==> src/design/mmc_pkg.sv <==
// Shared types and constants for the magnetometer min/max calibration block.
package mmc_pkg;

  typedef enum logic [1:0] {
    CMD_SAMPLE = 2'd0,
    CMD_CAL    = 2'd1,
    CMD_LOAD   = 2'd2,
    CMD_NONE   = 2'd3
  } cmd_e;

  localparam int NumAxes = 3;
  localparam logic signed [15:0] BadRaw  = -16'sd4096;
  localparam logic signed [15:0] InitMin = -16'sd400;
  localparam logic signed [15:0] InitMax = 16'sd400;

  // Request from the front end to one axis lane.
  typedef struct packed {
    logic              start;
    logic              cal;
    logic              raw_ok;
    logic              load;
    logic signed [15:0] raw;
    logic signed [15:0] bmin;
    logic signed [15:0] bmax;
  } lane_req_t;

  // Result of one axis lane.
  typedef struct packed {
    logic signed [31:0] mag;
    logic               cal_err;
  } lane_res_t;

endpackage

==> src/design/mmc_div.sv <==
// Restoring divider, one quotient bit per cycle.
module mmc_div #(
  parameter int NumWidth = 32
) (
  input  logic                clk_i,
  input  logic                rst_ni,
  input  logic                start_i,
  input  logic [NumWidth-1:0] num_i,
  input  logic [15:0]         den_i,
  output logic                done_o,
  output logic [NumWidth-1:0] quo_o
);
  localparam int CntWidth = $clog2(NumWidth + 1);

  logic [CntWidth-1:0] cnt_q;
  logic                done_q;
  logic [NumWidth-1:0] acc_q;
  logic [15:0]         rem_q;
  logic [15:0]         den_q;
  logic [16:0]         trial;
  logic                fits;

  assign trial = {rem_q, acc_q[NumWidth-1]};
  assign fits  = trial >= {1'b0, den_q};

  always_ff @(posedge clk_i or negedge rst_ni) begin
    if (!rst_ni) begin
      cnt_q  <= '0;
      done_q <= 1'b0;
    end else begin
      done_q <= (cnt_q == CntWidth'(1));
      if (start_i) begin
        cnt_q <= CntWidth'(NumWidth);
      end else if (cnt_q != '0) begin
        cnt_q <= cnt_q - CntWidth'(1);
      end
    end
  end

  always_ff @(posedge clk_i) begin
    if (start_i) begin
      acc_q <= num_i;
      rem_q <= '0;
      den_q <= den_i;
    end else if (cnt_q != '0) begin
      // shift one numerator bit into the remainder, subtract when it fits
      if (fits) begin
        rem_q <= 16'(trial - {1'b0, den_q});
        acc_q <= {acc_q[NumWidth-2:0], 1'b1};
      end else begin
        rem_q <= trial[15:0];
        acc_q <= {acc_q[NumWidth-2:0], 1'b0};
      end
    end
  end

  assign done_o = done_q;
  assign quo_o  = acc_q;
endmodule

==> src/design/mmc_lane.sv <==
// One axis lane: bounds, scale/offset recompute and calibrated output.
module mmc_lane #(
  parameter int SCALE_FRAC_BITS = 30
) (
  input  logic               clk_i,
  input  logic               rst_ni,
  input  mmc_pkg::lane_req_t req_i,
  input  logic               go_i,
  output logic               done_o,
  output mmc_pkg::lane_res_t res_o
);
  import mmc_pkg::*;

  localparam int NumWidth = SCALE_FRAC_BITS + 2;
  localparam int Sh = SCALE_FRAC_BITS - 16;
  localparam logic [31:0] ScaleOne = (SCALE_FRAC_BITS >= 31) ? 32'h7FFF_FFFF
                                     : 32'(64'd1 << SCALE_FRAC_BITS);
  localparam logic signed [48:0] OffOne = 49'sd1 <<< SCALE_FRAC_BITS;
  localparam logic signed [49:0] Rnd = (50'sd1 <<< Sh) >>> 1;

  typedef enum logic [8:0] {
    ST_IDLE   = 9'b000000001,
    ST_WIDEN  = 9'b000000010,
    ST_PREP   = 9'b000000100,
    ST_DIV    = 9'b000001000,
    ST_SAT    = 9'b000010000,
    ST_OFFS   = 9'b000100000,
    ST_COMMIT = 9'b001000000,
    ST_MUL    = 9'b010000000,
    ST_OUT    = 9'b100000000
  } state_e;

  state_e              state_q;
  logic signed [15:0]  held_q, min_q, max_q;
  logic signed [31:0]  scale_q, s_q;
  logic signed [47:0]  off_q, prod1_q, prod2_q;
  logic                cal_q, err_q, neg_q, zero_q;

  logic signed [16:0]  diff, dabs;
  logic [15:0]         den;
  logic [NumWidth-1:0] num, quo;
  logic                div_done;
  logic [63:0]         q64;
  logic signed [31:0]  s_d;
  logic signed [48:0]  off_d;
  logic signed [49:0]  sum, shifted;

  assign diff = {max_q[15], max_q} - {min_q[15], min_q};
  assign dabs = diff[16] ? -diff : diff;
  assign den  = dabs[15:0];
  assign num  = (NumWidth'(1) << (SCALE_FRAC_BITS + 1)) + NumWidth'(den >> 1);

  mmc_div #(.NumWidth(NumWidth)) u_div (
    .clk_i  (clk_i),
    .rst_ni (rst_ni),
    .start_i(state_q == ST_PREP),
    .num_i  (num),
    .den_i  (den),
    .done_o (div_done),
    .quo_o  (quo)
  );

  // saturate the rounded quotient and apply the sign of the range
  always_comb begin
    q64 = 64'(quo);
    if (!neg_q) begin
      s_d = (q64 > 64'h7FFF_FFFF) ? 32'sh7FFF_FFFF : signed'(q64[31:0]);
    end else begin
      s_d = (q64 > 64'h8000_0000) ? 32'sh8000_0000 : signed'(-q64[31:0]);
    end
  end

  assign off_d = OffOne - {prod1_q[47], prod1_q};

  always_ff @(posedge clk_i or negedge rst_ni) begin
    if (!rst_ni) begin
      state_q <= ST_IDLE;
      held_q  <= '0;
      min_q   <= InitMin;
      max_q   <= InitMax;
      scale_q <= signed'(ScaleOne);
      off_q   <= '0;
      cal_q   <= 1'b0;
      err_q   <= 1'b0;
      neg_q   <= 1'b0;
      zero_q  <= 1'b0;
    end else begin
      case (state_q)
        ST_IDLE: begin
          if (req_i.load) begin
            min_q <= req_i.bmin;
            max_q <= req_i.bmax;
          end else if (req_i.start) begin
            if (req_i.raw_ok) held_q <= req_i.raw;
            cal_q   <= req_i.cal;
            err_q   <= 1'b0;
            state_q <= req_i.cal ? ST_WIDEN : ST_MUL;
          end
        end
        ST_WIDEN: begin
          if (held_q < min_q) min_q <= held_q;
          if (held_q > max_q) max_q <= held_q;
          state_q <= ST_PREP;
        end
        ST_PREP: begin
          neg_q   <= diff[16];
          zero_q  <= (diff == '0);
          state_q <= ST_DIV;
        end
        ST_DIV: begin
          if (div_done) state_q <= ST_SAT;
        end
        ST_SAT:  state_q <= ST_OFFS;
        ST_OFFS: state_q <= ST_COMMIT;
        ST_COMMIT: begin
          // zero range: keep the old scale and offset
          if (zero_q) begin
            err_q <= 1'b1;
          end else begin
            scale_q <= s_q;
            off_q   <= off_d[47:0];
          end
          state_q <= ST_MUL;
        end
        ST_MUL: state_q <= ST_OUT;
        ST_OUT: begin
          if (go_i) state_q <= ST_IDLE;
        end
        default: state_q <= ST_IDLE;
      endcase
    end
  end

  always_ff @(posedge clk_i) begin
    if (state_q == ST_SAT)  s_q     <= s_d;
    if (state_q == ST_OFFS) prod1_q <= 48'(max_q) * 48'(s_q);
    if (state_q == ST_MUL)  prod2_q <= 48'(scale_q) * 48'(held_q);
  end

  // round half up, then clamp to Q15.16
  always_comb begin
    sum     = 50'(prod2_q) + 50'(off_q) + Rnd;
    shifted = sum >>> Sh;
    res_o.cal_err = cal_q & err_q;
    if (shifted > 50'sh7FFF_FFFF) begin
      res_o.mag = 32'sh7FFF_FFFF;
    end else if (shifted < -50'sh8000_0000) begin
      res_o.mag = 32'sh8000_0000;
    end else begin
      res_o.mag = shifted[31:0];
    end
  end

  assign done_o = (state_q == ST_OUT) && go_i;
endmodule

==> config.mk <==
export PLATFORM = sky130hd
export DESIGN_NAME = mmc_lane
export DESIGN_NICKNAME = d
export VERILOG_FILES = /design/src/design/mmc_pkg.sv /design/src/design/mmc_div.sv /design/src/design/mmc_lane.sv
export SDC_FILE = /design/constraint.sdc
export NUM_CORES = 2
export LEC_CHECK = 0
export ABC_AREA = 1
export BUFFER_PORTS_ARGS = -buffer_cell sky130_fd_sc_hd__buf_2
export CAP_MARGIN = 20
export CORE_ASPECT_RATIO = 0.8
export CORE_MARGIN = 4
export CORE_UTILIZATION = 59
export CTS_CLUSTER_SIZE = 16
export DETAILED_ROUTE_END_ITERATION = 12
export PLACE_DENSITY = 0.83
export SLEW_MARGIN = 5
export SYNTH_ARGS = -nofsm -noshare
export SYNTH_HDL_FRONTEND = slang
export SYNTH_HIERARCHICAL = 1
export SYNTH_SLANG_ARGS = --single-unit
==> constraint.sdc <==
create_clock -name clk_i -period 8.5 [get_ports clk_i]
set_input_delay 1.7 -clock clk_i [delete_from_list [all_inputs] [get_ports clk_i]]
set_output_delay 1.7 -clock clk_i [all_outputs]
set_load 0.02 [all_outputs]
==> impl_summary.md <==
Run status
The flow ran to the end, and the final reports show no timing, DRC or antenna violations.

Clock network
The number of setup buffers added after CTS is 0. The number of CTS-inserted buffers is 37. In this run the clock root is driven by a sky130_fd_sc_hd__clkbuf_16. The CTS tree is done. Clock latency on the worst-skew pair, taken at its later pin, is ~0.58 ns. The number of cells upsized or downsized after cts is 0. After clock tree synthesis, the clock-pin slew on the worst setup and hold paths is 0.06 ns. The clock net sink count is between 300 and 400.

Buffers inserted to repair hold after CTS numbered 0. The maximum clock insertion buffer count is 3. The deepest level of the CTS H-tree is 2.

Floorplan
The floorplan row count is roughly 100. The number of I/O pins is a little under 90. The die height is 293.0 µm.

The width of the die is roughly 360 µm. The initial utilization of the core area, before any placement, comes to roughly 59%. The area inside the core boundary is 100700 µm². The area of the die is 106700 µm².

Setup path
In this run the worst path has a maximum fanout of 34. Setup slack on the worst reg-to-reg path comes out at 1.57 ns. The critical path launch point is max_q[4]. In this run the critical register-to-register path is launched from max_q[4]. In this run the worst setup path terminates at prod1_q[42]. STA classifies the critical path endpoint as a flop. STA puts the critical path data arrival time at approximately 7.2 ns.

The data required time of the worst path is 8.79 ns. The type of the worst setup path is reg2reg. The worst setup path is launched from a flop. The endpoint of the lowest-slack register-to-register path is prod1_q[42]. The logic depth of the worst register-to-register path is 16.

Detailed routing
The DRC violation total after the first TritonRoute iteration is around 4600. The mean routed wirelength per cell is 18.48 µm. The total wirelength of the detailed-routed design is about 170000 µm. Using the TritonRoute via totals, the vias-per-cell ratio works out to ~5.5.

Summing over every cut layer, the via total after detailed routing is approximately 50000. In the routed design, unresolved DRC markers number 0. For this run, the detailed router's first-pass iteration total came to 7.

Once detail routing completed, the nets flagged for antenna violations numbered 0.

Timing
Derived from the worst setup path, the maximum achievable clock frequency is around 140 MHz. The final-report max-slew violation count is 0. Counting I/O delays and the setup requirement, the final critical path takes between 6 and 7 ns. The final-report hold violation count was 0. Setup repair after global routing left no endpoint under its margin.

At the pin with the least slew margin, the transition time is approximately 1.1 ns. The share of the clock period used by the worst path after layout is roughly four fifths. Headroom to the max-slew limit came out at 24.63%. The final total negative setup slack is 0 ns. Setup violations remaining at the end of the flow were counted as 0.

For the final database, setup skew stands at 0.02307 ns.

Finish
Compared with the post-synthesis result, the final layout area differs by 4.318%. The number of antenna diodes in the final layout is 0. After routing the design area is 62480 µm². In the final layout, the share of cells above drive strength 1 is a little under 4%. In the layout the commonest cells are 2199 x sky130_fd_sc_hd__nand2_1, 2035 x sky130_fd_sc_hd__inv_1, 974 x sky130_fd_sc_hd__fa_1. Summing all multi-input logic gate instances after layout gives ~42000 µm². Registers take between 9000 and 10000 µm². The library cell used most frequently in the layout, excluding fill and tap cells, is sky130_fd_sc_hd__nand2_1. For this run, the post-layout net count is slightly above 9000. The number of fill cells is around 8700.

Global routing
The number of global-route vias before repair is 52250. Entering global routing, the biggest net connects roughly 110 pins. The initial antenna violation count is 0. After global routing the overflow that remains totals 0. Global routing consumed, over all layers together, approximately a third of the routing resources. The first global-routing pass estimated roughly 270000 µm of wire.

Placed design
The count of buffers inserted at the top-level ports is a little under 90. The half-perimeter wire length after detailed placement is roughly 130000 µm. The instance area at placement is ~60000 µm². The final RePlAce weighted congestion is 0.9858.

Synth
The proportion of register bits with asynchronous set or reset after synthesis is 43.53%. The number of warnings printed during yosys synthesis is 6. Ranked by total cell area, the synthesized netlist is headed by sky130_fd_sc_hd__fa_1 33%, sky130_fd_sc_hd__nand2_1 14%, sky130_fd_sc_hd__inv_1 13%. Synthesis inferred 340 register bits. The cell count after synthesis is 7851. Of the synthesized area, sequential elements account for between 10% and 20%. The synthesized area divided by synthesized cell count is around 7.6 µm². For this run, the leading register cell type out of synthesis is sky130_fd_sc_hd__edfxtp_1. The number of different library cells in the post-synthesis netlist is 64.

Summed over all instances, the cell type with the most area after synthesis is sky130_fd_sc_hd__fa_1. The fraction of post-synthesis cell area in the top cell type by area is roughly a third. The synthesized netlist occupies a cell area of around 60000 µm². In this run, synthesis inferred 176 flip-flops with an integrated enable.

Run
The number of max-cap violations is 0.

Hold path
The path class of the lowest-slack min-delay path is reg2reg.
-- Yosys cell counts (6+ instances only) --
cell and count:
sky130_fd_sc_hd__nand4_1 39, sky130_fd_sc_hd__mux2_4 6, sky130_fd_sc_hd__edfxtp_1 176, sky130_fd_sc_hd__nor2_2 14
sky130_fd_sc_hd__xor2_1 143, sky130_fd_sc_hd__dfrtp_1 133, sky130_fd_sc_hd__a21o_1 16, sky130_fd_sc_hd__o21ai_0 173
sky130_fd_sc_hd__o21a_1 12, sky130_fd_sc_hd__nand3b_1 17, sky130_fd_sc_hd__a21oi_1 219, sky130_fd_sc_hd__o211ai_1 21
sky130_fd_sc_hd__nand3_2 6, sky130_fd_sc_hd__dfstp_2 15, sky130_fd_sc_hd__inv_1 2037, sky130_fd_sc_hd__nand2_1 2199
sky130_fd_sc_hd__clkbuf_1 285, sky130_fd_sc_hd__dfxtp_1 16, sky130_fd_sc_hd__buf_6 7, sky130_fd_sc_hd__ha_1 390
sky130_fd_sc_hd__a21boi_0 7, sky130_fd_sc_hd__nor2_1 409, sky130_fd_sc_hd__a31oi_1 23, sky130_fd_sc_hd__xnor2_1 64
sky130_fd_sc_hd__o21ai_1 17, sky130_fd_sc_hd__nor3_2 10, sky130_fd_sc_hd__buf_2 14, sky130_fd_sc_hd__o21bai_1 28
sky130_fd_sc_hd__or2_2 9, sky130_fd_sc_hd__o31ai_1 16, sky130_fd_sc_hd__inv_2 10, sky130_fd_sc_hd__mux2_2 8
sky130_fd_sc_hd__nor3_1 54, sky130_fd_sc_hd__nor4_1 23, sky130_fd_sc_hd__fa_1 974, sky130_fd_sc_hd__nand2_2 10
sky130_fd_sc_hd__nand3_1 203
-- critical path: stages, from the launching register on --
cell	delay, ns
sky130_fd_sc_hd__dfstp_2	1.02
sky130_fd_sc_hd__nand2_1	0.31
sky130_fd_sc_hd__fa_1	0.62
sky130_fd_sc_hd__inv_1	0.07
sky130_fd_sc_hd__fa_1	0.86
sky130_fd_sc_hd__fa_1	0.55
sky130_fd_sc_hd__fa_1	0.58
sky130_fd_sc_hd__fa_1	0.43
sky130_fd_sc_hd__fa_1	0.46
sky130_fd_sc_hd__ha_1	0.42
sky130_fd_sc_hd__nand2_1	0.14
sky130_fd_sc_hd__nor2_1	0.17
sky130_fd_sc_hd__nand2_1	0.11
sky130_fd_sc_hd__nor4_1	0.29
sky130_fd_sc_hd__nand3_1	0.16
sky130_fd_sc_hd__o2111ai_1	0.31
sky130_fd_sc_hd__xor2_1	0.13
-- per-stage QoR --
step           cells  worst slack, ns  utilization (%)  hold slack, ns
4_1_cts         9086            1.576            61.93          0.4643
6_report        9090            1.567            62.03          0.4663
3_3_place_gp    9018            1.665            60.75          0.4532
5_1_grt         9090            1.265            62.03          0.4830
2_1_floorplan   7866            2.461                -          0.4388
3_5_place_dp    9018            1.599            60.75          0.4544
-- how the worst min path moves through the flow --
stage / startpoint / endpoint / slack, ns / cells after the start
floorplan: u_div/rem_q[15] / u_div/rem_q[15] / 0.44 / 2
global placement: min_q[6] / min_q[6] / 0.45 / 2
detailed placement: min_q[4] / min_q[4] / 0.45 / 2
CTS: min_q[4] / min_q[4] / 0.46 / 2
global route: min_q[4] / min_q[4] / 0.48 / 2
finish: min_q[11] / min_q[11] / 0.47 / 2
-- sequential cells by signal, summed over array words and instances, names as in the netlist, 32 cells and up --
signal,cells
off_q,48
prod1_q,48
prod2_q,48
s_q,32
scale_q,32
u_div/quo_o,32
-- layout make-up --
class | count | area share (%)
clock inverter | 20 | 0.2163
inverter | 2048 | 12.30
clock buffer | 48 | 1.694
timing repair buffer | 141 | 1.468
multi-input combinational | 5168 | 66.73
sequential | 340 | 14.93
tap | 1325 | 2.654
-- kinds of logic after synthesis --
kind of cell,synth area share [%]
simple gates,20.31
buf+inv,14.93
fa+ha+maj,40.70
compound gates,5.146
flops,15.57
xor+xnor,3.027
mux,0.3008
other cells,0.01254
-- routing by layer --
| layer | global-route usage (%) | vias up | wire (µm) |
|---|---|---|---|
| met5 | 0 | - | 0 |
| met3 | 7.476 | 526 | 18120 |
| met2 | 51.02 | 2482 | 75340 |
| met4 | 11.60 | 0 | 6797 |
| met1 | 43.72 | 24330 | 67710 |
| li1 | - | 22740 | - |
Power is left out: the tool's default activity adds up to more than one toggle a clock period on the data nets, which glitch-free logic cannot reach.
