## src/design/mmc_pkg.sv

```systemverilog
// Shared types and constants for the magnetometer min/max calibration block.
package mmc_pkg;

  typedef enum logic [1:0] {
    CMD_SAMPLE = 2'd0,
    CMD_CAL    = 2'd1,
    CMD_LOAD   = 2'd2,
    CMD_NONE   = 2'd3
  } cmd_e;

  localparam int NumAxes = 3;
  localparam logic signed [15:0] BadRaw  = -16'sd4096;
  localparam logic signed [15:0] InitMin = -16'sd400;
  localparam logic signed [15:0] InitMax = 16'sd400;

  // Request from the front end to one axis lane.
  typedef struct packed {
    logic              start;
    logic              cal;
    logic              raw_ok;
    logic              load;
    logic signed [15:0] raw;
    logic signed [15:0] bmin;
    logic signed [15:0] bmax;
  } lane_req_t;

  // Result of one axis lane.
  typedef struct packed {
    logic signed [31:0] mag;
    logic               cal_err;
  } lane_res_t;

endpackage

```

## src/design/mmc_merge.sv

```systemverilog
// Merge stage: combine lane results and error flags into the output word.
module mmc_merge (
  input  logic               clk_i,
  input  logic               rst_ni,
  input  logic               done_i,
  input  mmc_pkg::lane_res_t res_x_i,
  input  mmc_pkg::lane_res_t res_y_i,
  input  mmc_pkg::lane_res_t res_z_i,
  input  logic               meas_err_i,
  output logic               go_o,
  output logic               out_valid_o,
  input  logic               out_stall_i,
  output logic signed [31:0] mag_x_o,
  output logic signed [31:0] mag_y_o,
  output logic signed [31:0] mag_z_o,
  output logic               measurement_error_o,
  output logic               calib_error_o
);
  logic valid_q;

  // lanes may finish only when the output register is free or draining
  assign go_o = !valid_q || !out_stall_i;

  always_ff @(posedge clk_i or negedge rst_ni) begin
    if (!rst_ni) begin
      valid_q <= 1'b0;
    end else if (done_i) begin
      valid_q <= 1'b1;
    end else if (!out_stall_i) begin
      valid_q <= 1'b0;
    end
  end

  always_ff @(posedge clk_i) begin
    if (done_i) begin
      mag_x_o             <= res_x_i.mag;
      mag_y_o             <= res_y_i.mag;
      mag_z_o             <= res_z_i.mag;
      measurement_error_o <= meas_err_i;
      calib_error_o       <= res_x_i.cal_err | res_y_i.cal_err | res_z_i.cal_err;
    end
  end

  assign out_valid_o = valid_q;
endmodule

```

## config.mk

```make
export PLATFORM = sky130hd
export DESIGN_NAME = mmc_merge
export DESIGN_NICKNAME = d
export VERILOG_FILES = /design/src/design/mmc_pkg.sv /design/src/design/mmc_merge.sv
export SDC_FILE = /design/constraint.sdc
export NUM_CORES = 1
export LEC_CHECK = 0
export BUFFER_PORTS_ARGS = -buffer_cell sky130_fd_sc_hd__buf_2
export CAP_MARGIN = 20
export CORE_UTILIZATION = 42
export CTS_BUF_LIST = sky130_fd_sc_hd__clkbuf_2 sky130_fd_sc_hd__clkbuf_4 sky130_fd_sc_hd__clkbuf_8
export DETAILED_ROUTE_END_ITERATION = 10
export GPL_ROUTABILITY_DRIVEN = 0
export PLACE_DENSITY = 0.81
export SETUP_SLACK_MARGIN = 0.05
export SLEW_MARGIN = 20
export SYNTH_ARGS = -nofsm -noshare
export SYNTH_HDL_FRONTEND = slang
export SYNTH_SLANG_ARGS = --single-unit
export TNS_END_PERCENT = 10
```

## constraint.sdc

```tcl
create_clock -name clk_i -period 0.8 [get_ports clk_i]
set_input_delay 0.08 -clock clk_i [delete_from_list [all_inputs] [get_ports clk_i]]
set_output_delay 0.08 -clock clk_i [all_outputs]
set_load 0.005 [all_outputs]
```

==> qor.json, run 1 <==
{
  "critical_path.startpoint_type": "flop",
  "worst_case_clock_buffer_depth": 2,
  "maximum_clock_frequency_ghz": 0.982,
  "total_leakage_power_nw": 2.32,
  "core_occupancy_in_the_finished_layout_pct": 78.7,
  "critical_path_data_arrival_time_ps": 940,
  "die_y_um": 86.3,
  "warnings_from_yosys": 0,
  "portBuffers": 203,
  "grt.total_usage_pct": 29.1,
  "grt_remaining_overflow": 0,
  "dp_hpwl_um": 5390,
  "critical_path.max_fanout": 3,
  "flow.area_growth_from_synthesis_pct": 80.2,
  "finalClockSkew_ps": 0,
  "hold-worst-slack_ps": 2.37,
  "timing.max_cap.violations": 0,
  "max_slew_margin_pct": 87.3,
  "setup_repair_after_global_routing_missed_its_margin": "true",
  "pre_cts_ws_ps": -6.15,
  "syn-cell-area_um2": 2990,
  "n_antenna_cell": 0,
  "final-seq-area_um2": 2970,
  "detail_route.wirelength_um": 10700,
  "clk_root_buffer_cell": "sky130_fd_sc_hd__clkbuf_8",
  "cp-startpoint": "out_valid_o",
  "layout.cells.most_common": "sky130_fd_sc_hd__buf_2",
  "dr_total_vias": 2414,
  "setup.worst_path.end_class": "output pin",
  "synth.lib_cells_used.distinct": 5,
  "power.density_nw_per_um2": 2020,
  "via_count_of_the_first_global_routing_pass": 2730,
  "post-layout-total-power_mw": 10.9,
  "drt_first_iter_violations": 152,
  "setup_viol_count_final": 100,
  "floorplan.initialDensity_pct": 43.7,
  "cell_type_with_the_largest_total_area_after_synthesis": "sky130_fd_sc_hd__edfxtp_1",
  "post-route-drc-count": 0,
  "detail_route.vias_per_cell": 4.64,
  "die_w_um": 86.3,
  "cts_inserted_buffers": 9,
  "critPathKind": "reg2out",
  "num_io_pins": 204,
  "clock_latency_ps": 340,
  "worstReg2RegStart": "out_valid_o",
  "multiInputGateArea_um2": 17.5,
  "synth.ff_latch_count": 99,
  "post_cts_hold_buffer_count": 99,
  "final_cell_mix": "sky130_fd_sc_hd__buf_2 (202), sky130_fd_sc_hd__dlygate4sd3_1 (99), sky130_fd_sc_hd__edfxtp_1 (98)",
  "placementRows": 30,
  "cts_num_sinks": 99,
  "cts_tree": "built",
  "clock_period_minus_worst_slack_ps": 1020,
  "number_of_pins_exceeding_their_max_slew_limit_in_the_final_report": 0,
  "ant_nets": 0,
  "postSynthAreaPerCell_um2": 29.3,
  "holdCritStartpoint": "res_z_i[0]",
  "worstHoldPathType": "in2reg",
  "finalNetCount": 523,
  "synth_top_area_share_pct": 98.6,
  "grt_start_max_net_pins": 36,
  "timing_worst_slew_pin_value_ps": 191,
  "layout_cells_sized_above_1_pct": 52.6,
  "run_status": "finished, violations left",
  "worst_vdd_rail_ir_drop_uv": 1450,
  "violations": "setup timing",
  "grt_first_pass_wirelength_um": 14900,
  "die_area_um2": 7450,
  "clock_tree.htree_level_count": 3,
  "crit_required_ps": 720,
  "final.period_utilization_pct": 127,
  "clk_transition_reported_paths_ps": 100,
  "num-fill-cells": 376,
  "post_synth_inst_count": 102,
  "antenna_violations_before_repair": 0,
  "mappedNetlistNets": 206,
  "timing.final.ws_setup_ps": -218,
  "synthTopCellsByArea": "sky130_fd_sc_hd__edfxtp_1 (99%), sky130_fd_sc_hd__dfrtp_1 (0.84%), sky130_fd_sc_hd__a21o_1 (0.25%), sky130_fd_sc_hd__or3_1 (0.21%), sky130_fd_sc_hd__nand2_1 (0.13%)",
  "report.final.hold_viol_count": 0,
  "drt-wirelength-per-cell_um": 20.6,
  "fraction_of_the_yosys_area_taken_by_sequential_cells_pct": 99.4,
  "detailedRoute.firstPassIterationCount": 4,
  "core_region_area_um2": 6830
}
[synth_stat cells]
library cell	number
sky130_fd_sc_hd__a21o_1	1
sky130_fd_sc_hd__dfrtp_1	1
sky130_fd_sc_hd__edfxtp_1	98
sky130_fd_sc_hd__nand2_1	1
sky130_fd_sc_hd__or3_1	1
[layer usage]
| metal | up-vias | share of wire [%] | track usage (%) | wire length [um] |
|---|---|---|---|---|
| met2 | 167 | 55 | 53.5 | 5850 |
| met4 | 0 | 3.9 | 12.0 | 422 |
| met3 | 34 | 9.4 | 11.7 | 1010 |
| met5 | - | 0 | 0 | 0 |
| li1 | 1043 | - | - | - |
| met1 | 1170 | 32 | 29.2 | 3430 |
[state kept, by name (all words and copies together), names as in the netlist]
name	cells
mag_x_o	32
mag_z_o	32
out_valid_o	1
calib_error_o	1
measurement_error_o	1
mag_y_o	32
[cells by family (layout without fill, tap and decap cells)]
logic type / after synthesis / count (layout) / share of synthesized area (%)
AO/OA/AOI/OAI: 1 / 1 / 0.252
flip-flops: 99 / 99 / 99.4
buffers and inverters: 0 / 322 / 0
AND/OR/NAND/NOR: 2 / 2 / 0.335
[metrics by stage]
| step | std cells | TNS [ps] | instance area (um^2) |
|---|---|---|---|
| 5_1_grt | 520 | -19330 | 5380 |
| 3_3_place_gp | 405 | 0 | 4190 |
| 6_report | 520 | -14960 | 5380 |
| 3_5_place_dp | 405 | -6.15 | 4190 |
| 2_1_floorplan | 102 | 0 | 2990 |
| 4_1_cts | 520 | -14790 | 5380 |
[power breakdown]
group	leakage, nW	internal (mW)	switching [mW]
combinational	1.25	0.781	0.549
clock	0.100	1.49	1.76
sequential	0.970	6.15	0.139
total	2.32	8.42	2.45
[layout make-up]
class | count | share of cell area, %
Clock buffer | 10 | 2.44
Clock inverter | 6 | 1.21
Tap cell | 96 | 2.23
Sequential cell | 99 | 55.2
Timing Repair Buffer | 306 | 38.6
Multi-Input combinational cell | 3 | 0.326
[critical path: stages (launching register included)]
cell and delay (ps):
sky130_fd_sc_hd__dfrtp_1 420, sky130_fd_sc_hd__nand2_1 70, sky130_fd_sc_hd__buf_2 110
[final timing paths]
| path | depth (start not counted) | slack (ps) | endpoint |
|---|---|---|---|
| setup / recovery | 2 | -220 | go_o |
| hold / removal | 2 | 2 | calib_error_o |
| setup reg to reg | 1 | 110 | out_valid_o |
| hold reg to reg | 1 | 560 | out_valid_o |
| max in group asynchronous | 2 | 670 | out_valid_o |
| min in group asynchronous | 2 | 50 | out_valid_o |
[what timing repair did]
| action | 4_1_cts | 5_1_grt |
|---|---|---|
| setup buffers | 0 | 0 |
| pin swaps | 0 | 0 |
| setup endpoints to repair | 100 | 100 |
| hold endpoints to repair | 100 | 1 |
| gates resized for setup | 0 | 0 |
| gates cloned | 0 | 0 |
No activity file was read; power rests on OpenSTA's default activity.
==> inputs of run 2 (changes only) <==
--- a/config.mk
+++ b/config.mk
@@ -11,8 +11,8 @@
 export CTS_BUF_LIST = sky130_fd_sc_hd__clkbuf_2 sky130_fd_sc_hd__clkbuf_4 sky130_fd_sc_hd__clkbuf_8
 export DETAILED_ROUTE_END_ITERATION = 10
 export GPL_ROUTABILITY_DRIVEN = 0
-export PLACE_DENSITY = 0.81
-export SETUP_SLACK_MARGIN = 0.05
+export PLACE_DENSITY = 0.84
+export SETUP_SLACK_MARGIN = 0.5
 export SLEW_MARGIN = 20
 export SYNTH_ARGS = -nofsm -noshare
 export SYNTH_HDL_FRONTEND = slang
==> qor.json, run 2 (same netlist as run 1, synthesis figures left out) <==
{
  "run_status": {"value": "finished, violations left", "change": "unchanged"},
  "violations": {"value": "hold timing, setup timing", "change": "was setup timing"},
  "grt_first_pass_wirelength": {"value": 8930, "unit": "um", "change": "was 14,900 um"},
  "grt.total_usage": {"value": 16.8, "unit": "%", "change": "was 29.1%"},
  "timing.final.ws_setup": {"value": -215, "unit": "ps", "change": "was -218 ps"},
  "setup_viol_count_final": {"value": 100, "change": "unchanged"},
  "post_layout_nonfiller_instances": {"value": 421, "change": "was 520"},
  "via_count_of_the_first_global_routing_pass": {"value": 1916, "change": "was 2,730"},
  "post-route-drc-count": {"value": 0, "change": "unchanged"},
  "combinational_share_of_power": {"value": 8.3, "unit": "%", "change": "was 12.2%"},
  "detailedRoute.firstPassIterationCount": {"value": 4, "change": "unchanged"},
  "clk_transition_reported_paths": {"value": 90, "unit": "ps", "change": "was 100 ps"},
  "detail_route.wirelength": {"value": 6340, "unit": "um", "change": "was 10,700 um"},
  "cts_inserted_buffers": {"value": 9, "change": "unchanged"},
  "share_seq_of_total_power": {"value": 59.9, "unit": "%", "change": "was 57.9%"},
  "cp-startpoint": {"value": "out_valid_o", "change": "unchanged"},
  "sw_pwr": {"value": 2.03, "unit": "mW", "change": "was 2.45 mW"},
  "timing_worst_slew_pin_value": {"value": 206, "unit": "ps", "change": "was 191 ps"},
  "grt_remaining_overflow": {"value": 0, "change": "unchanged"},
  "floorplan.initialDensity": {"value": 43.7, "unit": "%", "change": "unchanged"},
  "critical_path_data_arrival_time": {"value": 930, "unit": "ps", "change": "was 940 ps"},
  "clock_latency": {"value": 340, "unit": "ps", "change": "about the same"},
  "dr_total_vias": {"value": 1875, "change": "was 2,414"},
  "internal_power": {"value": 8.39, "unit": "mW", "change": "was 8.42 mW"},
  "detail_route.vias_per_cell": {"value": 4.45, "change": "was 4.64"},
  "post_cts_hold_buffer_count": {"value": 1, "change": "was 99"},
  "clk_root_buffer_cell": {"value": "sky130_fd_sc_hd__clkbuf_8", "change": "unchanged"},
  "worstHoldPathType": {"value": "in2reg", "change": "unchanged"},
  "power.switching_fraction": {"value": 19.5, "unit": "%", "change": "was 22.5%"},
  "power.density": {"value": 2350, "unit": "nW/um^2", "change": "was 2020 nW/um^2"},
  "holdCritStartpoint": {"value": "res_z_i[29]", "change": "was res_z_i[0]"},
  "timing.max_cap.violations": {"value": 0, "change": "unchanged"},
  "pre_cts_ws": {"value": -15.1, "unit": "ps", "change": "was -6.15 ps"},
  "setup_repair_after_global_routing_missed_its_margin": {"value": "true", "change": "unchanged"},
  "drt_first_iter_violations": {"value": 32, "change": "was 152"},
  "num_io_pins": {"value": 204, "change": "unchanged"},
  "layout.cells.most_common": {"value": "sky130_fd_sc_hd__buf_2", "change": "unchanged"},
  "portBuffers": {"value": 203, "change": "unchanged"},
  "reg.largest.list": {"value": "mag_x_o (32), mag_y_o (32), mag_z_o (32)", "change": "unchanged"},
  "numPlacedInstances": {"value": 405, "change": "unchanged"},
  "crit_required": {"value": 720, "unit": "ps", "change": "about the same"},
  "worst_vdd_rail_ir_drop": {"value": 1280, "unit": "uV", "change": "was 1450 uV"},
  "layout_cells_sized_above_1": {"value": 68.0, "unit": "%", "change": "was 52.6%"},
  "cts_tree": {"value": "built", "change": "unchanged"},
  "max_slew_margin": {"value": 86.3, "unit": "%", "change": "was 87.3%"},
  "final.period_utilization": {"value": 127, "unit": "%", "change": "about the same"},
  "power_frac_clock": {"value": 31.8, "unit": "%", "change": "was 29.9%"},
  "cts.repair_timing.setup_buffer_count": {"value": 0, "change": "unchanged"},
  "clock_period_minus_worst_slack": {"value": 1010, "unit": "ps", "change": "was 1020 ps"},
  "hold-worst-slack": {"value": -95.2, "unit": "ps", "change": "was 2.37 ps"},
  "clock_tree.htree_level_count": {"value": 3, "change": "unchanged"},
  "number_of_pins_exceeding_their_max_slew_limit_in_the_final_report": {"value": 0, "change": "unchanged"},
  "die_y": {"value": 86.3, "unit": "um", "change": "unchanged"},
  "setup.worst_path.end_class": {"value": "output pin", "change": "unchanged"},
  "worst_case_clock_buffer_depth": {"value": 2, "change": "unchanged"},
  "die_area": {"value": 7450, "unit": "um^2", "change": "unchanged"},
  "die_w": {"value": 86.3, "unit": "um", "change": "unchanged"},
  "placementRows": {"value": 30, "change": "unchanged"},
  "flow.area_growth_from_synthesis": {"value": 48.8, "unit": "%", "change": "was 80.2%"},
  "core_region_area": {"value": 6830, "unit": "um^2", "change": "unchanged"},
  "n_antenna_cell": {"value": 0, "change": "unchanged"},
  "critical_path.max_fanout": {"value": 3, "change": "unchanged"},
  "critPathKind": {"value": "reg2out", "change": "unchanged"},
  "num-fill-cells": {"value": 512, "change": "was 376"},
  "maximum_clock_frequency": {"value": 0.986, "unit": "GHz", "change": "was 0.982 GHz"},
  "grt_start_max_net_pins": {"value": 41, "change": "was 36"},
  "report.final.hold_viol_count": {"value": 101, "change": "was 0"},
  "finalNetCount": {"value": 425, "change": "was 523"},
  "core_occupancy_in_the_finished_layout": {"value": 65.0, "unit": "%", "change": "was 78.7%"},
  "timing.setup.tns": {"value": -12520, "unit": "ps", "change": "was -14,960 ps"},
  "antenna_violations_before_repair": {"value": 0, "change": "unchanged"},
  "final_cell_mix": {"value": "sky130_fd_sc_hd__buf_2 (200), sky130_fd_sc_hd__edfxtp_1 (98), sky130_fd_sc_hd__clkbuf_8 (9)", "change": "was sky130_fd_sc_hd__buf_2 (202), sky130_fd_sc_hd__dlygate4sd3_1 (99), sky130_fd_sc_hd__edfxtp_1 (98)"},
  "critical_path.startpoint_type": {"value": "flop", "change": "unchanged"},
  "ant_nets": {"value": 0, "change": "unchanged"},
  "worstReg2RegStart": {"value": "out_valid_o", "change": "unchanged"},
  "cts_num_sinks": {"value": 99, "change": "unchanged"},
  "total_leakage_power": {"value": 1.93, "unit": "nW", "change": "was 2.32 nW"},
  "finalClockSkew": {"value": 0, "unit": "ps", "change": "unchanged"},
  "drt-wirelength-per-cell": {"value": 15.1, "unit": "um", "change": "was 20.6 um"}
}
-- run 2: cell count changes in the layout (fill, tap and decap cells not counted), sizes merged --
cell	delta
clkinvlp	+1
clkinv	-2
inv	-1
bufinv	+1
dlygate4sd3	-98
-- run 2: final timing paths --
| check | endpoint | slack (ps) | depth (start not counted) |
|---|---|---|---|
| setup / recovery | go_o | -210 | 2 |
| hold / removal | mag_z_o[28] | -100 | 1 |
| setup reg to reg | out_valid_o | 120 | 1 |
| hold reg to reg | out_valid_o | 520 | 1 |
| max in group asynchronous | out_valid_o | 680 | 2 |
| min in group asynchronous | out_valid_o | 30 | 2 |
-- run 2: what timing repair did --
action                     in CTS  in global routing
pin swaps                       2                  1
setup endpoints to repair     198                179
hold endpoints to repair      102                101
resized for setup               7                  1
-- run 2: critical path, stage by stage, from the launching register on --
cell and delay [ps]:
sky130_fd_sc_hd__dfrtp_1 410, sky130_fd_sc_hd__nand2_1 80, sky130_fd_sc_hd__buf_2 110
-- run 2: power by group through the flow --
stage               Combinational (mW)  Clock [mW]  Sequential [mW]
floorplan                      0.00591           0             6.43
global placement                 0.825           0             6.35
detailed placement               0.849           0             6.37
CTS                              0.876        3.43             6.25
global route                     0.938        3.60             6.29
finish                           0.863        3.32             6.25
-- run 2: through the flow --
stage / instance area [um^2] / hold WS [ps] / total power [mW]
final: 4440 / -95.2 / 10.4
after floorplan: 2990 / -216 / 6.44
after detailed placement: 4180 / -140 / 7.22
after global placement: 4180 / -140 / 7.18
after CTS: 4440 / -121 / 10.6
after global routing: 4440 / -125 / 10.8
-- run 2: cell type report --
type                       count  area (um^2)  share of cell area, %
tap                           96          120                   2.70
clock inverter                 5         78.8                   1.77
sequential                    99         2970                   66.8
clock buffer                  10          131                   2.96
timing repair buffer         208         1130                   25.4
multi-input combinational      3         17.5                  0.394
-- run 2: layer usage --
| layer | GRT usage (%) | share of wire [%] |
|---|---|---|
| met2 | 30.2 | 53 |
| met4 | 10.2 | 2.3 |
| met1 | 16.4 | 34 |
| met5 | 0 | 0 |
| met3 | 6.38 | 10 |
==> inputs of run 3 (changes only) <==
--- a/config.mk
+++ b/config.mk
@@ -7,8 +7,10 @@
 export LEC_CHECK = 0
 export BUFFER_PORTS_ARGS = -buffer_cell sky130_fd_sc_hd__buf_2
 export CAP_MARGIN = 20
+export CORE_ASPECT_RATIO = 1.25
 export CORE_UTILIZATION = 42
 export CTS_BUF_LIST = sky130_fd_sc_hd__clkbuf_2 sky130_fd_sc_hd__clkbuf_4 sky130_fd_sc_hd__clkbuf_8
+export CTS_CLUSTER_SIZE = 14
 export DETAILED_ROUTE_END_ITERATION = 10
 export GPL_ROUTABILITY_DRIVEN = 0
 export PLACE_DENSITY = 0.84
==> qor.json, run 3 (same netlist as run 1, synthesis figures left out) <==
{
  "run_status": {"value": "finished, violations left", "change": "unchanged"},
  "violations": {"value": "hold timing, setup timing", "change": "unchanged"},
  "max_slew_margin": {"value": 89.1, "unit": "%", "change": "was 86.3%"},
  "report.final.hold_viol_count": {"value": 101, "change": "unchanged"},
  "num-fill-cells": {"value": 507, "change": "was 512"},
  "crit_required": {"value": 720, "unit": "ps", "change": "about the same"},
  "core_region_area": {"value": 6930, "unit": "um^2", "change": "was 6830 um^2"},
  "clk_transition_reported_paths": {"value": 90, "unit": "ps", "change": "about the same"},
  "grt_start_max_net_pins": {"value": 32, "change": "was 41"},
  "share_seq_of_total_power": {"value": 60.9, "unit": "%", "change": "was 59.9%"},
  "detailedRoute.firstPassIterationCount": {"value": 4, "change": "unchanged"},
  "cp-startpoint": {"value": "out_valid_o", "change": "unchanged"},
  "cts_num_sinks": {"value": 99, "change": "unchanged"},
  "post_cts_hold_buffer_count": {"value": 1, "change": "unchanged"},
  "portBuffers": {"value": 203, "change": "unchanged"},
  "multiInputGateArea": {"value": 22.5, "unit": "um^2", "change": "was 17.5 um^2"},
  "critical_path_data_arrival_time": {"value": 910, "unit": "ps", "change": "was 930 ps"},
  "layout_cells_sized_above_1": {"value": 69.1, "unit": "%", "change": "was 68.0%"},
  "n_antenna_cell": {"value": 0, "change": "unchanged"},
  "setup.worst_path.end_class": {"value": "output pin", "change": "unchanged"},
  "number_of_pins_exceeding_their_max_slew_limit_in_the_final_report": {"value": 0, "change": "unchanged"},
  "holdCritStartpoint": {"value": "res_x_i[16]", "change": "was res_z_i[29]"},
  "final_cell_mix": {"value": "sky130_fd_sc_hd__buf_2 (200), sky130_fd_sc_hd__edfxtp_1 (98), sky130_fd_sc_hd__clkbuf_8 (9)", "change": "unchanged"},
  "placementRows": {"value": 34, "change": "was 30"},
  "floorplan.initialDensity": {"value": 43.1, "unit": "%", "change": "was 43.7%"},
  "worst_vdd_rail_ir_drop": {"value": 1710, "unit": "uV", "change": "was 1280 uV"},
  "drt_first_iter_violations": {"value": 62, "change": "was 32"},
  "power.switching_fraction": {"value": 20.2, "unit": "%", "change": "was 19.5%"},
  "clock_latency": {"value": 350, "unit": "ps", "change": "was 340 ps"},
  "grt_first_pass_wirelength": {"value": 9140, "unit": "um", "change": "was 8930 um"},
  "critPathKind": {"value": "reg2out", "change": "unchanged"},
  "critical_path.max_fanout": {"value": 3, "change": "unchanged"},
  "die_y": {"value": 96.3, "unit": "um", "change": "was 86.3 um"},
  "power_frac_clock": {"value": 30.3, "unit": "%", "change": "was 31.8%"},
  "finalNetCount": {"value": 429, "change": "was 425"},
  "worstHoldPathType": {"value": "in2reg", "change": "unchanged"},
  "ant_nets": {"value": 0, "change": "unchanged"},
  "setup_repair_after_global_routing_missed_its_margin": {"value": "true", "change": "unchanged"},
  "combinational_share_of_power": {"value": 8.8, "unit": "%", "change": "was 8.3%"},
  "timing.final.ws_setup": {"value": -188, "unit": "ps", "change": "was -215 ps"},
  "sw_pwr": {"value": 2.06, "unit": "mW", "change": "was 2.03 mW"},
  "detail_route.vias_per_cell": {"value": 4.42, "change": "was 4.45"},
  "final-seq-area": {"value": 2970, "unit": "um^2", "change": "unchanged"},
  "grt.total_usage": {"value": 17.8, "unit": "%", "change": "was 16.8%"},
  "maximum_clock_frequency": {"value": 1.01, "unit": "GHz", "change": "was 0.986 GHz"},
  "post-layout-total-power": {"value": 10.2, "unit": "mW", "change": "was 10.4 mW"},
  "setup_viol_count_final": {"value": 100, "change": "unchanged"},
  "post-route-drc-count": {"value": 0, "change": "unchanged"},
  "num_io_pins": {"value": 204, "change": "unchanged"},
  "antenna_violations_before_repair": {"value": 0, "change": "unchanged"},
  "dp_hpwl_um": 5230,
  "flow.area_growth_from_synthesis": {"value": 49.7, "unit": "%", "change": "was 48.8%"},
  "reg.largest.list": {"value": "mag_x_o (32), mag_y_o (32), mag_z_o (32)", "change": "unchanged"},
  "layout.cells.most_common": {"value": "sky130_fd_sc_hd__buf_2", "change": "unchanged"},
  "finish.instance_area": {"value": 4470, "unit": "um^2", "change": "was 4440 um^2"},
  "die_w": {"value": 77.4, "unit": "um", "change": "was 86.3 um"},
  "timing.setup.tns": {"value": -12720, "unit": "ps", "change": "was -12,520 ps"},
  "finalClockSkew": {"value": 0, "unit": "ps", "change": "unchanged"},
  "placed_area": {"value": 4190, "unit": "um^2", "change": "was 4180 um^2"},
  "clock_tree.htree_level_count": {"value": 3, "change": "unchanged"},
  "cts_inserted_buffers": {"value": 9, "change": "unchanged"},
  "via_count_of_the_first_global_routing_pass": {"value": 1820, "change": "was 1,916"},
  "core_occupancy_in_the_finished_layout": {"value": 64.4, "unit": "%", "change": "was 65.0%"},
  "detail_route.wirelength": {"value": 6630, "unit": "um", "change": "was 6340 um"},
  "internal_power": {"value": 8.18, "unit": "mW", "change": "was 8.39 mW"},
  "hold-worst-slack": {"value": -103, "unit": "ps", "change": "was -95.2 ps"},
  "total_leakage_power": {"value": 1.95, "unit": "nW", "change": "was 1.93 nW"},
  "critical_path.startpoint_type": {"value": "flop", "change": "unchanged"},
  "grt_remaining_overflow": {"value": 0, "change": "unchanged"},
  "cts_tree": {"value": "built", "change": "unchanged"},
  "die_area": {"value": 7450, "unit": "um^2", "change": "about the same"},
  "worst_case_clock_buffer_depth": {"value": 2, "change": "unchanged"},
  "timing.max_cap.violations": {"value": 0, "change": "unchanged"},
  "final.period_utilization": {"value": 123, "unit": "%", "change": "was 127%"},
  "drt-wirelength-per-cell": {"value": 15.8, "unit": "um", "change": "was 15.1 um"},
  "worstReg2RegStart": {"value": "out_valid_o", "change": "unchanged"},
  "timing_worst_slew_pin_value": {"value": 164, "unit": "ps", "change": "was 206 ps"},
  "dr_total_vias": {"value": 1858, "change": "was 1,875"},
  "power.density": {"value": 2290, "unit": "nW/um^2", "change": "was 2350 nW/um^2"},
  "clk_root_buffer_cell": {"value": "sky130_fd_sc_hd__clkbuf_8", "change": "unchanged"},
  "clock_period_minus_worst_slack": {"value": 988, "unit": "ps", "change": "was 1010 ps"}
}
-- run 3: metal layers --
layer / share of wire (%) / wire [um] / vias up / global-route usage (%)
met5: 0 / 0 / - / 0
met1: 37 / 2450 / 860 / 19.0
li1: - / - / 858 / -
met3: 8.3 / 552 / 15 / 5.50
met2: 52 / 3460 / 125 / 31.3
met4: 2.6 / 174 / 0 / 10.2
-- run 3: path summary, 6_finish.rpt --
path | end | slack (ps) | depth (start not counted)
min reg2reg | out_valid_o | 600 | 2
max in group asynchronous | out_valid_o | 700 | 2
min | mag_x_o[15] | -100 | 1
max | go_o | -190 | 2
min in group asynchronous | out_valid_o | 20 | 2
max reg2reg | out_valid_o | 30 | 2
-- run 3: per-stage QoR --
stage / worst slack, ps / instances
CTS: -205 / 419
detailed placement: -33.0 / 402
finish: -188 / 420
floorplan: 113 / 102
global placement: -19.1 / 402
global route: -235 / 420
-- run 3: final cells by class --
cell class	instances	area share [%]
tap	90	2.52
timing repair buffer	212	26.1
sequential	99	66.4
clock buffer	11	3.11
multi-input combinational	3	0.504
clock inverter	5	1.37
-- run 3: critical path, stage by stage, from the launching register on --
cell                      delay, ps
sky130_fd_sc_hd__dfrtp_1        400
sky130_fd_sc_hd__nand2_1         60
sky130_fd_sc_hd__buf_2          100
-- run 3: timing repair --
action                                  4_1_cts  5_1_grt
buffers inserted                              0        1
pin swaps                                     2        2
endpoints found under the setup margin      198      165
gates resized for setup                       9        2
endpoints found under the hold margin       102      101
-- run 3: power by group through the flow --
| stage | Clock, mW | Combinational [mW] | Sequential (mW) |
|---|---|---|---|
| floorplan | 0 | 0.00591 | 6.43 |
| global placement | 0 | 0.844 | 6.35 |
| detailed placement | 0 | 0.869 | 6.36 |
| CTS | 3.19 | 0.901 | 6.25 |
| global route | 3.38 | 0.977 | 6.27 |
| finish | 3.10 | 0.899 | 6.24 |
